## src/design/qnl_pkg.sv

```systemverilog
`timescale 1ns / 1ps
// ----------------------------------------------------------------------------
// qnl_pkg
// Shared widths, constants and the queue word for the quaternion blend.
// ----------------------------------------------------------------------------
package qnl_pkg;

    localparam int COMP_W      = 16;
    localparam int WEIGHT_W    = 16;
    localparam int UNIT_Q14    = 16384;
    localparam int ONE_Q15     = 32768;
    localparam int FRAC_B      = 14;
    localparam int QW          = 15;
    localparam int IN_SHIFT    = 8;
    localparam int VEC_W       = COMP_W + IN_SHIFT;
    localparam int BLEND_W     = 31;
    localparam int QUEUE_DEPTH = 4;

    typedef logic signed [COMP_W-1:0] comp_t;

    typedef struct packed {
        comp_t [3:0]         a;
        comp_t [3:0]         b;
        logic [WEIGHT_W-1:0] w;
        logic [WEIGHT_W-1:0] om;
    } qnl_item_t;

    // magnitude, square, sum, root stages, numerator, divide stages, output stage
    function automatic int unit_lat(input int vw);
        return vw + QW + 6;
    endfunction

endpackage

```

## src/design/qnl_queue.sv

```systemverilog
`timescale 1ns / 1ps
// ----------------------------------------------------------------------------
// qnl_queue
// Short queue between the input stage and the arithmetic pipeline.
// ----------------------------------------------------------------------------
module qnl_queue import qnl_pkg::*;
#(
    parameter int DEPTH = QUEUE_DEPTH
)
(
    input  logic      clk,
    input  logic      rst_n,
    input  logic      push,
    input  qnl_item_t din,
    output logic      full,
    input  logic      pop,
    output qnl_item_t dout,
    output logic      empty
);

    localparam int AW = $clog2(DEPTH);
    localparam int CW = $clog2(DEPTH + 1);

    qnl_item_t       mem [DEPTH];
    logic [AW-1:0]   wr_reg;
    logic [AW-1:0]   wr_next;
    logic [AW-1:0]   rd_reg;
    logic [AW-1:0]   rd_next;
    logic [CW-1:0]   cnt_reg;
    logic [CW-1:0]   cnt_next;
    logic            do_push;
    logic            do_pop;

    assign full    = (cnt_reg == CW'(DEPTH));
    assign empty   = (cnt_reg == '0);
    assign do_push = push && !full;
    assign do_pop  = pop && !empty;
    assign dout    = mem[rd_reg];

    always_comb
    begin
        wr_next  = wr_reg;
        rd_next  = rd_reg;
        cnt_next = cnt_reg;
        if (do_push)
        begin
            wr_next = (wr_reg == AW'(DEPTH - 1)) ? '0 : wr_reg + 1'b1;
        end
        if (do_pop)
        begin
            rd_next = (rd_reg == AW'(DEPTH - 1)) ? '0 : rd_reg + 1'b1;
        end
        if (do_push && !do_pop)
        begin
            cnt_next = cnt_reg + 1'b1;
        end
        else if (do_pop && !do_push)
        begin
            cnt_next = cnt_reg - 1'b1;
        end
    end

    always_ff @(posedge clk or negedge rst_n)
    begin
        if (!rst_n)
        begin
            wr_reg  <= '0;
            rd_reg  <= '0;
            cnt_reg <= '0;
        end
        else
        begin
            wr_reg  <= wr_next;
            rd_reg  <= rd_next;
            cnt_reg <= cnt_next;
        end
    end

    always_ff @(posedge clk)
    begin
        if (do_push)
        begin
            mem[wr_reg] <= din;
        end
    end

endmodule

```

## config.mk

```make
export PLATFORM = sky130hd
export DESIGN_NAME = qnl_queue
export DESIGN_NICKNAME = d
export VERILOG_FILES = /design/src/design/qnl_pkg.sv /design/src/design/qnl_queue.sv
export SDC_FILE = /design/constraint.sdc
export NUM_CORES = 1
export LEC_CHECK = 0
export BUFFER_PORTS_ARGS = -buffer_cell sky130_fd_sc_hd__clkbuf_2
export CAP_MARGIN = 20
export CELL_PAD_IN_SITES_DETAIL_PLACEMENT = 1
export CELL_PAD_IN_SITES_GLOBAL_PLACEMENT = 1
export CORE_UTILIZATION = 50
export CTS_BUF_LIST = sky130_fd_sc_hd__clkbuf_16
export DETAILED_ROUTE_END_ITERATION = 8
export GPL_TIMING_DRIVEN = 0
export PLACE_DENSITY_LB_ADDON = 0.1
export SLEW_MARGIN = 20
export SYNTH_ARGS = -nofsm -noshare
export SYNTH_HDL_FRONTEND = slang
export SYNTH_SLANG_ARGS = --single-unit
```

## constraint.sdc

```tcl
create_clock -name clk -period 11 [get_ports clk]
set_clock_uncertainty 0.1 [all_clocks]
set_input_delay 2.2 -clock clk [delete_from_list [all_inputs] [get_ports clk]]
set_output_delay 2.2 -clock clk [all_outputs]
set_load 0.05 [all_outputs]
```

==> impl_metrics.env <==
export IMPL_status="complete, no violations"
export IMPL_synth_compound_area_share_pct=0.0639
export IMPL_drv_cap=0
export IMPL_crit_path_start_kind="flip-flop"
export IMPL_yosysWarnings=0
export IMPL_route_detailed_drc=0
export IMPL_port_buffers=325
export IMPL_die_y_um=219
export IMPL_gr_total_overflow=0
export IMPL_dp_hpwl_um=32900
export IMPL_setup_tns_final_ns=0
export IMPL_syn_inst=873
export IMPL_nets=1458
export IMPL_grt_pass1_vias=11700
export IMPL_synth_cell_types=21
export IMPL_yosys_top_cells_area="edfxtp_1 (82%), mux4_2 (15%), dfrtp_1 (0.75%)"
export IMPL_cts_made_buffers=67
export IMPL_drv_slew=0
export IMPL_end_kind="output pin"
export IMPL_wl_um=49700
export IMPL_pre_cts_slack_ns=6.43
export IMPL_antenna_found_initial=8
export IMPL_wl_met1_um=19600
export IMPL_power_density_mw_per_mm2=316
export IMPL_grt_first_pass_wirelength_um=73300
export IMPL_p_leak_uw=0.00982
export IMPL_syn_num_nets=1044
export IMPL_io_pins=326
export IMPL_clkSinkCount=647
export IMPL_final_core_util_pct=61.0
export IMPL_cts_resized_gates=0
export IMPL_largest_reg_flops=640
export IMPL_grt_usage_pct=21.2
export IMPL_cts_tree="built"
export IMPL_top_layer_used="met5"
export IMPL_critPathBufInv=4
export IMPL_core_area_mm2=0.0465
export IMPL_crit_required_ns=8.70
export IMPL_num_vias=10700
export IMPL_drive_gt1_share_pct=46.8
export IMPL_syn_area_per_cell_um2=26.9
export IMPL_crit_type="reg2out"
export IMPL_firstDrtPassIters=4
export IMPL_min_period_ns=4.90
export IMPL_post_cts_buffers=0
export IMPL_ant_nets=0
export IMPL_hold_class="reg2reg"
export IMPL_crit_path_max_fanout=10
export IMPL_crit_family="buffers and inverters"
export IMPL_ir_drop_mv=0.189
export IMPL_clockBufferDepth=3
export IMPL_yosysTopAreaCell="edfxtp_1"
export IMPL_wl_met2_um=25200
export IMPL_grt_max_degree=45
export IMPL_synth_top_area_share_pct=81.8
export IMPL_hold_ws_ns=0.488
export IMPL_worst_pin_slew_ns=0.744
export IMPL_wl_met3_um=3680
export IMPL_worstPathCellList="buf_2 > buf_2 > buf_2 > mux4_2 > clkbuf_2"
export IMPL_whs_path_depth=1
export IMPL_final_hold_violation_count=0
export IMPL_fin_crit_sh_pct=44.5
export IMPL_cts_max_level=3
export IMPL_synthAdderAreaFrac_pct=0.405
export IMPL_synth_seq_cells=647
export IMPL_routabilityCongestion=0.687
export IMPL_synth_xor_area_share_pct=0.112
export IMPL_crit_path_max_incr_delay_ns=0.39
export IMPL_muxShareOfSynthArea_pct=15.5
export IMPL_rsz0062_at_grt="false"
export IMPL_area_growth_pct=20.7
export IMPL_slowest_stage="buf_2"
export IMPL_cts_root_buf="clkbuf_16"
export IMPL_synth_top_family_by_area="multiplexers"
export IMPL_start_util_pct=50.6
export IMPL_drt_iter0_drc=855
export IMPL_nFillCells=3896
export IMPL_reg2reg_depth=5
export IMPL_register_area_mm2=0.0194
export IMPL_relSlewSlack_pct=50.4
export IMPL_clk_latency_ns=0.58
export IMPL_setup_violations=0
export IMPL_path_clk_slew_ns=0.06
export IMPL_syn_area_mm2=0.0235
export IMPL_fp_dieW_um=219
export IMPL_wl_per_cell_um=25.6
export IMPL_multi_input_area_mm2=0.00386
export IMPL_cpMostUsedCell="buf_2"
export IMPL_cp_arrival_ns=2.60
export IMPL_postCtsHoldBufs=0
export IMPL_fmax_mhz=204
export IMPL_routed_via_density=5.52
export IMPL_timing_final_ws_setup_ns=6.10
export IMPL_synthSimpleGateAreaFrac_pct=0.266
export IMPL_ys_seq_area_share_pct=82.6
export IMPL_cp_depth=5
export IMPL_dieArea_mm2=0.0479
export IMPL_rows=79
==> final cells by class <==
cell class                 instances  share of cell area (%)
clock inverter                    45                   0.649
timing repair buffer             345                    7.49
buffer                            36                   0.838
sequential                       647                    68.4
antenna                            1                 0.00883
inverter                           3                  0.0397
tap                              607                    2.68
clock buffer                      71                    6.27
multi-input combinational        187                    13.6
==> layer usage <==
layer  up-vias  GRT usage (%)
met4         8           7.11
li1       4645              -
met3        80           6.68
met5         -              0
met1      5669           26.9
met2       321           34.8
==> placed cells by master (no fill, tap or decap), types with 2 or more instances in the layout <==
cell type,n
nor2_1,2
buf_2,19
and2_4,3
clkinv_1,16
buf_16,13
mux4_2,160
mux2_2,4
nor3_1,2
clkbuf_2,325
ha_1,6
buf_12,7
xor2_1,2
buf_6,10
clkbuf_1,6
clkinv_2,8
edfxtp_1,640
inv_1,23
clkbuf_16,71
dfrtp_1,7
==> logic make-up after synthesis <==
group,Yosys count
DFF,647
xor gates and xnor gates,3
adders and majority gates,7
muxes,164
buffers and inverters,39
and+or+nand+nor,11
AOI/OAI and AO/OA,2
==> power breakdown <==
part / internal (µW) / switching (µW)
clock network: 1160 / 872
logic: 1060 / 2520
registers: 3250 / 111
==> metrics by stage <==
stage,cells,area [µm²],power (µW)
floorplan,873,23500,6100
global placement,1805,25900,7040
detailed placement,1825,26400,7030
CTS,1941,28300,9090
global route,1941,28300,9300
finish,1942,28400,8960
==> cells in the mapped netlist (all sizes together) <==
master and instances:
a21o 1, and2 3, buf 30, clkbuf 6, dfrtp 7, edfxtp 640
fa 1, ha 6, inv 3, mux2 4, mux4 160, nand2 1
nor2 3, nor2b 1, nor3 2, nor3b 1, o31ai 1, xnor2 1
xor2 2
==> path summary, 6_finish.rpt <==
path                             from    endpoint  slack [ns]
setup / recovery            rd_reg[1]   dout[137]        6.10
hold / removal             cnt_reg[2]  cnt_reg[2]        0.49
setup reg to reg           cnt_reg[2]  mem[0][68]        8.16
hold reg to reg            cnt_reg[2]  cnt_reg[2]        0.49
max in group asynchronous       rst_n  cnt_reg[2]        9.26
min in group asynchronous       rst_n  cnt_reg[1]        1.36
(Power assumes the default switching activity.)
