<file path="src/design/qnl_pkg.sv">
`timescale 1ns / 1ps
// ----------------------------------------------------------------------------
// qnl_pkg
// Shared widths, constants and the queue word for the quaternion blend.
// ----------------------------------------------------------------------------
package qnl_pkg;

    localparam int COMP_W      = 16;
    localparam int WEIGHT_W    = 16;
    localparam int UNIT_Q14    = 16384;
    localparam int ONE_Q15     = 32768;
    localparam int FRAC_B      = 14;
    localparam int QW          = 15;
    localparam int IN_SHIFT    = 8;
    localparam int VEC_W       = COMP_W + IN_SHIFT;
    localparam int BLEND_W     = 31;
    localparam int QUEUE_DEPTH = 4;

    typedef logic signed [COMP_W-1:0] comp_t;

    typedef struct packed {
        comp_t [3:0]         a;
        comp_t [3:0]         b;
        logic [WEIGHT_W-1:0] w;
        logic [WEIGHT_W-1:0] om;
    } qnl_item_t;

    // magnitude, square, sum, root stages, numerator, divide stages, output stage
    function automatic int unit_lat(input int vw);
        return vw + QW + 6;
    endfunction

endpackage

</file>
<file path="src/design/qnl_front.sv">
`timescale 1ns / 1ps
// ----------------------------------------------------------------------------
// qnl_front
// Input stage: takes a word, saturates the weight and forms its complement.
// ----------------------------------------------------------------------------
module qnl_front import qnl_pkg::*;
(
    input  logic                clk,
    input  logic                rst_n,
    input  logic                push,
    output logic                full,
    input  comp_t               start_x,
    input  comp_t               start_y,
    input  comp_t               start_z,
    input  comp_t               start_w,
    input  comp_t               end_x,
    input  comp_t               end_y,
    input  comp_t               end_z,
    input  comp_t               end_w,
    input  logic [WEIGHT_W-1:0] weight,
    input  logic                q_full,
    output logic                q_push,
    output qnl_item_t           q_item
);

    logic                valid_reg;
    logic                valid_next;
    qnl_item_t           item_reg;
    logic                accept;
    logic [WEIGHT_W-1:0] w_sat;

    assign full   = valid_reg && q_full;
    assign accept = push && !full;
    assign q_push = valid_reg && !q_full;
    assign q_item = item_reg;

    assign w_sat = (weight > WEIGHT_W'(ONE_Q15)) ? WEIGHT_W'(ONE_Q15) : weight;

    always_comb
    begin
        valid_next = valid_reg;
        if (accept)
        begin
            valid_next = 1'b1;
        end
        else if (q_push)
        begin
            valid_next = 1'b0;
        end
    end

    always_ff @(posedge clk or negedge rst_n)
    begin
        if (!rst_n)
        begin
            valid_reg <= 1'b0;
        end
        else
        begin
            valid_reg <= valid_next;
        end
    end

    always_ff @(posedge clk)
    begin
        if (accept)
        begin
            item_reg.a  <= {start_w, start_z, start_y, start_x};
            item_reg.b  <= {end_w, end_z, end_y, end_x};
            item_reg.w  <= w_sat;
            item_reg.om <= WEIGHT_W'(ONE_Q15) - w_sat;
        end
    end

endmodule

</file>
<file path="config.mk">
export PLATFORM = sky130hd
export DESIGN_NAME = qnl_front
export DESIGN_NICKNAME = d
export VERILOG_FILES = /design/src/design/qnl_pkg.sv /design/src/design/qnl_front.sv
export SDC_FILE = /design/constraint.sdc
export NUM_CORES = 1
export LEC_CHECK = 0
export BUFFER_PORTS_ARGS = -buffer_cell sky130_fd_sc_hd__buf_2
export CORE_MARGIN = 8
export CORE_UTILIZATION = 30
export CTS_CLUSTER_SIZE = 12
export DETAILED_ROUTE_END_ITERATION = 7
export PLACE_DENSITY = 0.71
export RECOVER_POWER = 25
export SYNTH_ARGS = -nofsm -noshare
export SYNTH_HDL_FRONTEND = slang
export SYNTH_SLANG_ARGS = --single-unit
</file>
<file path="constraint.sdc">
create_clock -name clk -period 11.5 [get_ports clk]
set_clock_uncertainty 0.2 [all_clocks]
set_input_delay 0.575 -clock clk [delete_from_list [all_inputs] [get_ports clk]]
set_output_delay 0.575 -clock clk [all_outputs]
set_load 0.01 [all_outputs]
</file>
==> out/qor.csv, run 1 <==
metric,value,unit
drive_above_1_share,60.2,%
drtPass1Iterations,4,
fin_crit_sh,26.5,%
routedWlPerCell,19.6,um
area_growth,45.4,%
initialDrtViolationCount,149,
fillers,1580,
clk_pin_slew_worst_paths,0.07,ns
dpl_worst_slack,8.18,ns
fmax,328,MHz
p_sw_share,23.8,%
clockBufferDepth,2,
final_cell_mix,"buf_2 (309), edfxtp_1 (159), clkbuf_16 (17)",
maxCapViolations,0,
power.density,176,mW/mm^2
synth_seq_area_share,90.0,%
fin_ws,8.45,ns
setup_violations,0,
cts-root-buf,clkbuf_16,
ir_drop,91.3,uV
postRouteAntennaNets,0,
endpoint_kind,flip-flop,
grt_pass1_vias,3624,
syn_area,0.00534,mm^2
die_x,149,um
cp_data_arrival_time,2.88,ns
synthDistinctLibCells,33,
clock_latency,0.42,ns
slew_headroom,29.5,%
utilization,44.7,%
netlist.area_leader.share,89.5,%
post_cts_buffers,0,
start_util,30.7,%
ios,310,
syn_avg_cell_area,21.7,um^2
die_area,0.0223,mm^2
power.net_switching,325,uW
gp_congestion,0.790,
path_max_fanout,82,
drc,0,
cts_tree,yes,
n_antenna_cell,0,
p_comb_share,7.9,%
rsz0062_at_grt,false,
seq_power_share,50.6,%
cts.sinks,160,
vias,3500,
dieHeight,149,um
yosys_warnings,0,
p_leak,0.00325,uW
holdWs,0.127,ns
finalCriticalPeriod,3.05,ns
cts_buffers,17,
vias_per_cell,4.34,
grt_pass1_wl,22300,um
pwr-share-clk,41.5,%
antenna_found_initial,0,
p_total,1360,uW
worstSetupPathType,flip-flop to flip-flop,
yosys.area.top_type,edfxtp_1,
largest_reg_flops,159,
worstHoldPathType,input port to flip-flop,
start_kind,flip-flop,
grt_max_degree,83,
syn_nets,395,
synthTopCellsByArea,"edfxtp_1 (89%), nor2b_1 (1.6%), nor2_1 (0.84%), xor2_1 (0.66%), clkbuf_1 (0.49%)",
htreeDepth,4,
hold_viol_final,0,
max_slew.worst_pin.slew,1.06,ns
portBuffers,309,
final_max_slew_viol_count,0,
finalWirelength,15800,um
yosys_register_bits,160,
hpwl,12600,um
gr-total-overflow,0,
nets,717,
final_common_cell,buf_2,
fin_setup_tns,0,ns
status,finished clean,
p_int,1040,uW
track_usage,13.6,%
required,11.33,ns
core,0.0174,mm^2
syn_inst,246,
row_count,48,
cell families after synthesis:
logic type      Yosys count  share of synthesized area, %
compound gates           14                          2.02
xor+xnor                  7                          1.15
fa+ha+maj                 1                         0.234
buf+inv                  12                          1.06
flops                   160                          90.0
simple gates             52                          5.58
metal layers:
metal | global-route usage, % | routed length (um) | vias to the layer above
met1 | 14.5 | 5750 | 1702
met4 | 4.59 | 179 | 0
li1 | - | - | 1599
met3 | 5.95 | 1610 | 11
met5 | 0 | 0 | -
met2 | 23.6 | 8250 | 188
power by group through the flow:
| stage | clock network (uW) | logic (uW) | registers [uW] |
|---|---|---|---|
| final | 565 | 108 | 691 |
| after global routing | 606 | 117 | 693 |
| after CTS | 580 | 110 | 691 |
| after detailed placement | 0 | 110 | 704 |
| after global placement | 0 | 107 | 703 |
| after floorplan | 0 | 22.9 | 728 |
cells in the mapped netlist:
cell / count
o21ai_0: 3
nor4_1: 4
or3b_2: 1
xor2_1: 4
a211oi_1: 1
a311oi_1: 1
inv_1: 3
nand2b_1: 2
buf_6: 1
xnor2_1: 3
or3_4: 1
dfrtp_1: 1
or4_1: 2
nor4b_1: 1
or2_2: 2
o21a_1: 3
and2_1: 2
ha_1: 1
and4_1: 1
clkbuf_1: 7
edfxtp_1: 159
nor2_1: 12
o31ai_1: 1
o41ai_2: 1
nor3_1: 3
o41a_1: 1
a21oi_1: 2
o41ai_1: 1
or4_4: 1
buf_4: 1
nand3_1: 1
nand2_1: 5
nor2b_1: 14
layout make-up:
class	count	area, um^2	share of cell area, %
clock buffers	17	425	5.48
clock inverters	15	181	2.34
inverters	3	11.3	0.145
multi-input cells	74	487	6.27
flip-flops and latches	160	4800	61.9
well taps	225	282	3.63
repair buffers	312	1570	20.3
per-stage QoR:
step           instances  instance area [um^2]
2_1_floorplan        246                  5340
3_3_place_gp         773                  7140
3_5_place_dp         773                  7140
4_1_cts              806                  7760
5_1_grt              806                  7760
6_report             806                  7760
path summary, 6_finish.rpt:
path                                        from                     to  slack, ns  depth (start not counted)
setup / recovery           valid_reg$_DFFE_PN0P_  q_item[124]$_DFFE_PP_       8.45                          4
hold / removal                        start_w[9]  q_item[153]$_DFFE_PP_       0.13                          1
setup reg to reg           valid_reg$_DFFE_PN0P_  q_item[124]$_DFFE_PP_       8.45                          4
hold reg to reg            valid_reg$_DFFE_PN0P_  valid_reg$_DFFE_PN0P_       0.52                          2
max in group asynchronous                  rst_n  valid_reg$_DFFE_PN0P_      10.73                          2
min in group asynchronous                  rst_n  valid_reg$_DFFE_PN0P_       0.28                          2
repair_timing:
action | in CTS | in global routing
endpoints found under the hold margin | 1 | 0
resized for setup | 0 | 0
hold buffers | 1 | 0
critical path, stage by stage, from the launching register on:
cell and delay [ns]:
dfrtp_1 0.38, and2_1 0.20, nor2b_4 0.11, buf_4 0.78, buf_4 0.86
Note: power is estimated with default switching activity, not from simulation.
==> run 2: changes to the inputs <==
==> constraint.sdc (replaced) <==
create_clock -name clk -period 3 [get_ports clk]
set_clock_uncertainty 0.2 [all_clocks]
set_input_delay 0.15 -clock clk [delete_from_list [all_inputs] [get_ports clk]]
set_output_delay 0.15 -clock clk [all_outputs]
set_load 0.01 [all_outputs]
==> out/qor.csv, run 2 (synthesis results as in run 1) <==
metric,value,unit,change
status,finished clean,,
cts_resized,0,,unchanged
nets,867,,+21%
gr-total-overflow,0,,unchanged
gp_congestion,0.834,,+5.6%
grt_pass1_wl,26800,um,+20%
start_kind,input port,,
portBuffers,309,,unchanged
worstSetupPathType,input port to flip-flop,,
post_cts_buffers,0,,unchanged
ir_drop,358,uV,+290%
cpMaxStageDelayCell,or4_1,,
row_count,48,,unchanged
core,0.0174,mm^2,unchanged
dpl_worst_slack,0.844,ns,-7.34 ns
area_growth,73.0,%,
final_cell_mix,"buf_2 (298), edfxtp_1 (159), dlygate4sd3_1 (149)",,
critPathCapture,q_item[10]$_DFFE_PP_,,
reg2reg_slack,1.06,ns,-7.39 ns
holdWs,0.0743,ns,-0.0528 ns
fmax,435,MHz,
critPathMaxStageDelay,0.67,ns,-0.19 ns
fin_crit_sh,76.6,%,
vias,4119,,+18%
worstHoldPathType,input port to flip-flop,,
power.density,567,mW/mm^2,+220%
hold_viol_final,0,,unchanged
clockBufferDepth,2,,unchanged
vias_per_cell,4.28,,-1.4%
placed_cell_area,0.00718,mm^2,+0.60%
holdBufCountCts,149,,+148
clk_pin_slew_worst_paths,0.07,ns,about the same
routedWlPerCell,18.9,um,-3.4%
required,2.95,ns,-8.38 ns
fin_ws,0.702,ns,-7.75 ns
crit_family,simple AND/OR/NAND/NOR gates,,
ff2ff_path_depth,3,,-1
slew_headroom,67.9,%,+38 points
grt_pass1_vias,4592,,+27%
cts-root-buf,clkbuf_16,,
cts_buffers,17,,unchanged
r2r-start,valid_reg$_DFFE_PN0P_,,
finalWirelength,18200,um,+15%
hpwl,12800,um,+1.4%
final_common_cell,buf_2,,
worst-path-stages,6,,+2
endpoint_kind,flip-flop,,
grt_max_degree,77,,-7.2%
p_leak,0.00382,uW,+18%
drive_above_1_share,46.9,%,-13 points
dieHeight,149,um,unchanged
cp_cell_sequence,dlygate4sd3_1 -> buf_2 -> or4_1 -> or3_4 -> o41ai_2 -> a211oi_1,,
drc,0,,unchanged
postRouteAntennaNets,0,,unchanged
start_util,30.7,%,unchanged
path_max_fanout,8,,-90%
track_usage,15.9,%,+2.3 points
setup_violations,0,,unchanged
antenna_found_initial,7,,+7
p_total,5240,uW,+280%
maxCapViolations,0,,unchanged
largest_reg_flops,159,,unchanged
rr_endpoint,q_item[155]$_DFFE_PP_,,
startpoint,weight[0],,
fin_area,0.00923,mm^2,+19%
ios,310,,unchanged
drtPass1Iterations,4,,unchanged
final_max_slew_viol_count,0,,unchanged
rsz0062_at_grt,false,,
path_buf_inv,2,,unchanged
cts_tree,yes,,
die_area,0.0223,mm^2,unchanged
htreeDepth,4,,unchanged
finalCriticalPeriod,2.30,ns,
die_x,149,um,unchanged
initialDrtViolationCount,150,,+0.67%
cp_data_arrival_time,2.25,ns,-0.63 ns
max_slew.worst_pin.slew,0.481,ns,-0.577 ns
clock_latency,0.41,ns,about the same
utilization,53.2,%,+8.5 points
cts.sinks,160,,unchanged
fillers,1406,,-11%
## run 2: worst min-delay path by stage
stage	from	to	slack (ns)	depth (start not counted)
after global placement	rst_n	valid_reg$_DFFE_PN0P_	-0.27	1
final	q_full	q_item[72]$_DFFE_PP_	0.07	3
after floorplan	rst_n	valid_reg$_DFFE_PN0P_	-0.35	0
after CTS	q_full	q_item[72]$_DFFE_PP_	0.05	3
after detailed placement	rst_n	valid_reg$_DFFE_PN0P_	-0.27	1
after global routing	q_full	q_item[42]$_DFFE_PP_	0.07	3
## run 2: final cells by class
| cell class | instances | area [um^2] | area share, % |
|---|---|---|---|
| antenna | 6 | 15.0 | 0.163 |
| clock buffer | 18 | 429 | 4.65 |
| tap | 225 | 282 | 3.05 |
| multi-input combinational | 74 | 489 | 5.30 |
| timing repair buffer | 462 | 3080 | 33.4 |
| inverter | 3 | 11.3 | 0.122 |
| sequential | 160 | 4800 | 52.0 |
| clock inverter | 14 | 124 | 1.34 |
## run 2: metal layers
layer	track usage (%)	vias up	share of wire, %
met3	6.40	29	9.4
met4	6.31	2	2.2
met5	0	-	0.077
met2	28.6	225	53
li1	-	1905	-
met1	16.2	1958	35
## run 2: per-stage QoR
| step | cells | setup TNS (ns) |
|---|---|---|
| after global placement | 775 | 0 |
| after global routing | 962 | 0 |
| after floorplan | 246 | -77.50 |
| after detailed placement | 775 | 0 |
| final | 962 | 0 |
| after CTS | 956 | 0 |
## run 2: power breakdown
| group | switching (uW) | internal [uW] |
|---|---|---|
| clock | 917 | 1080 |
| sequential | 35.0 | 2610 |
| combinational | 284 | 303 |
| total | 1240 | 4000 |
## run 2: tightest hold or removal path, cell delays in order
cell and delay, ns:
buf_2 0.09, and2_4 0.16, nor2b_4 0.10
==> run 3: changes to the inputs <==
--- a/config.mk
+++ b/config.mk
@@ -5,12 +5,13 @@
 export SDC_FILE = /design/constraint.sdc
 export NUM_CORES = 1
 export LEC_CHECK = 0
+export ABC_AREA = 1
 export BUFFER_PORTS_ARGS = -buffer_cell sky130_fd_sc_hd__buf_2
 export CORE_MARGIN = 8
 export CORE_UTILIZATION = 30
 export CTS_CLUSTER_SIZE = 12
 export DETAILED_ROUTE_END_ITERATION = 7
-export PLACE_DENSITY = 0.71
+export PLACE_DENSITY = 0.7
 export RECOVER_POWER = 25
 export SYNTH_ARGS = -nofsm -noshare
 export SYNTH_HDL_FRONTEND = slang
==> constraint.sdc (replaced) <==
create_clock -name clk -period 2.3 [get_ports clk]
set_clock_uncertainty 0.2 [all_clocks]
set_input_delay 0.115 -clock clk [delete_from_list [all_inputs] [get_ports clk]]
set_output_delay 0.115 -clock clk [all_outputs]
set_load 0.01 [all_outputs]
==> out/qor.csv, run 3 <==
metric,value,unit,change
synth_seq_area_share,89.3,%,-0.71 points
synth_edf_count,159,,unchanged
start_util,30.2,%,-0.49 points
htreeDepth,4,,unchanged
initialDrtViolationCount,217,,+45%
slew_headroom,51.4,%,-17 points
ys.flop_type,edfxtp_1,,
final_common_cell,buf_2,,
gp_congestion,0.804,,-3.6%
hpwl,12600,um,-1.1%
syn_inst,272,,+11%
p_leak,0.00399,uW,+4.3%
syn_avg_cell_area,19.8,um^2,-8.8%
ios,310,,unchanged
final_cell_mix,"buf_2 (298), edfxtp_1 (159), dlygate4sd3_1 (148)",,
fmax,465,MHz,
dieHeight,150,um,+0.35%
grt_pass1_vias,4498,,-2.0%
status,finished clean,,
worstSetupPathType,input port to flip-flop,,
grt_pass1_wl,25100,um,-6.0%
track_usage,15.0,%,-0.96 points
start_kind,input port,,
max_slew.worst_pin.slew,0.720,ns,+0.240 ns
endpoint_kind,flip-flop,,
clockBufferDepth,2,,unchanged
holdWs,0.199,ns,+0.124 ns
portBuffers,309,,unchanged
syn_nets,421,,+6.6%
fillers,1460,,+3.8%
postRouteAntennaNets,0,,unchanged
row_count,49,,+2.1%
crit_top_cell,nand2_1,,
final_max_slew_viol_count,0,,unchanged
hold_viol_final,0,,unchanged
worstHoldPathType,input port to flip-flop,,
drive_above_1_share,46.2,%,-0.73 points
required,2.27,ns,-0.68 ns
yosys_warnings,0,,unchanged
cpMaxStageDelayCell,dlygate4sd3_1,,
yosys.area.top_type,edfxtp_1,,
gr-total-overflow,0,,unchanged
rsz0062_at_grt,false,,
ir_drop,468,uV,+31%
drc,0,,unchanged
cp_cell_sequence,dlygate4sd3_1 -> buf_2 -> inv_2 -> nor2_2 -> nand2_1 -> nor2_2 -> nand2_1 -> nand2_2 -> nand2_1 -> ha_1 -> inv_1 -> nor2_2 -> a21boi_4 -> nand2_2 -> o21ai_1 -> nand2_1,,
largest_reg_flops,159,,unchanged
yosys_register_bits,160,,unchanged
critPathMaxStageDelay,0.54,ns,-0.13 ns
synthTopCellsByArea,"edfxtp_1 (89%), nand2_1 (2.2%), inv_1 (1.3%), xor2_1 (1.3%), nor2_1 (1.3%)",,
n_antenna_cell,0,,-6
cp_data_arrival_time,2.12,ns,-0.13 ns
vias_per_cell,4.18,,-2.5%
yosysMostFrequentCell,edfxtp_1,,
die_x,150,um,+0.35%
path_max_fanout,3,,-5
ys_async_sr_fraction,0.625,%,unchanged
synth_common_cells,"edfxtp_1 (159), nand2_1 (31), inv_1 (19)",,
netlist.area_leader.share,88.8,%,-0.71 points
p_total,6960,uW,+33%
finalCriticalPeriod,2.15,ns,
finalWirelength,17500,um,-3.8%
syn_area,0.00538,mm^2,+0.80%
vias,4138,,+0.46%
nets,898,,+3.6%
fin_crit_sh,93.5,%,
routedWlPerCell,17.7,um,-6.6%
cts.sinks,160,,unchanged
synthDistinctLibCells,25,,-24%
cts-root-buf,clkbuf_16,,
cts_tree,yes,,
grt_max_degree,75,,-2.6%
core,0.0178,mm^2,+2.4%
cts_buffers,17,,unchanged
area_growth,73.0,%,about the same
clock_latency,0.41,ns,about the same
post_cts_buffers,0,,unchanged
power.density,748,mW/mm^2,+32%
antenna_found_initial,1,,-6
setup_violations,0,,unchanged
maxCapViolations,0,,unchanged
clk_pin_slew_worst_paths,0.07,ns,about the same
die_area,0.0225,mm^2,+0.71%
drtPass1Iterations,4,,unchanged
## run 3: layout make-up
type | count | area (um^2) | area share [%]
repair buffers | 462 | 3080 | 33.1
multi-input cells | 86 | 483 | 5.19
clock buffers | 17 | 425 | 4.57
well taps | 229 | 287 | 3.08
inverters | 22 | 82.6 | 0.888
flip-flops and latches | 160 | 4800 | 51.6
clock inverters | 15 | 146 | 1.57
## run 3: layer usage
metal / track usage (%) / wire length (um)
met5: 0 / 13
met4: 5.15 / 297
met3: 6.56 / 1850
met2: 25.8 / 8740
met1: 16.1 / 6620
## run 3: worst paths after layout
path / from / endpoint / slack [ns] / depth (start not counted)
max in group asynchronous: rst_n / valid_reg$_DFFE_PN0P_ / 1.47 / 3
min in group asynchronous: rst_n / valid_reg$_DFFE_PN0P_ / 0.33 / 3
setup / recovery: weight[15] / q_item[10]$_DFFE_PP_ / 0.15 / 16
setup reg to reg: valid_reg$_DFFE_PN0P_ / q_item[113]$_DFFE_PP_ / 0.64 / 4
hold / removal: end_w[6] / q_item[86]$_DFFE_PP_ / 0.20 / 2
hold reg to reg: valid_reg$_DFFE_PN0P_ / q_item[124]$_DFFE_PP_ / 0.77 / 4
## run 3: power breakdown
group / total (uW) / switching [uW] / internal, uW
logic: 787 / 390 / 397
registers: 3450 / 41.1 / 3410
clock network: 2720 / 1280 / 1440
## run 3: stage by stage
stage          setup TNS (ns)  area (um^2)  cells  setup WS (ns)  utilization [%]
3_5_place_dp                0         7240    811          0.103             40.7
3_3_place_gp                0         7240    811          0.181             40.7
2_1_floorplan         -187.29         5390    272          -1.18                -
4_1_cts                     0         9300    991         0.0166             52.3
6_report                    0         9300    991          0.148             52.3
5_1_grt                     0         9300    991        0.00861             52.3
## run 3: kinds of logic after synthesis
logic type               Yosys count  synth area share [%]
flip-flops                       160                  89.3
AO/OA/AOI/OAI                     16                  2.28
AND/OR/NAND/NOR                   61                  4.68
adder cells (fa/ha/maj)            1                 0.233
XOR/XNOR                           8                  1.30
buffers and inverters             26                  2.26
## run 3: worst max-delay path, delay by kind of cell
kind / cells / cell delay, ns
and+or+nand+nor: 9 / 0.67
AOI/OAI and AO/OA: 2 / 0.39
buffers and inverters: 4 / 0.80
adders and majority gates: 1 / 0.14
## run 3: timing repair
action	4_1_cts	5_1_grt
gates resized for setup	0	7
hold buffers	148	0
hold endpoints to repair	159	0
endpoints found under the setup margin	0	3
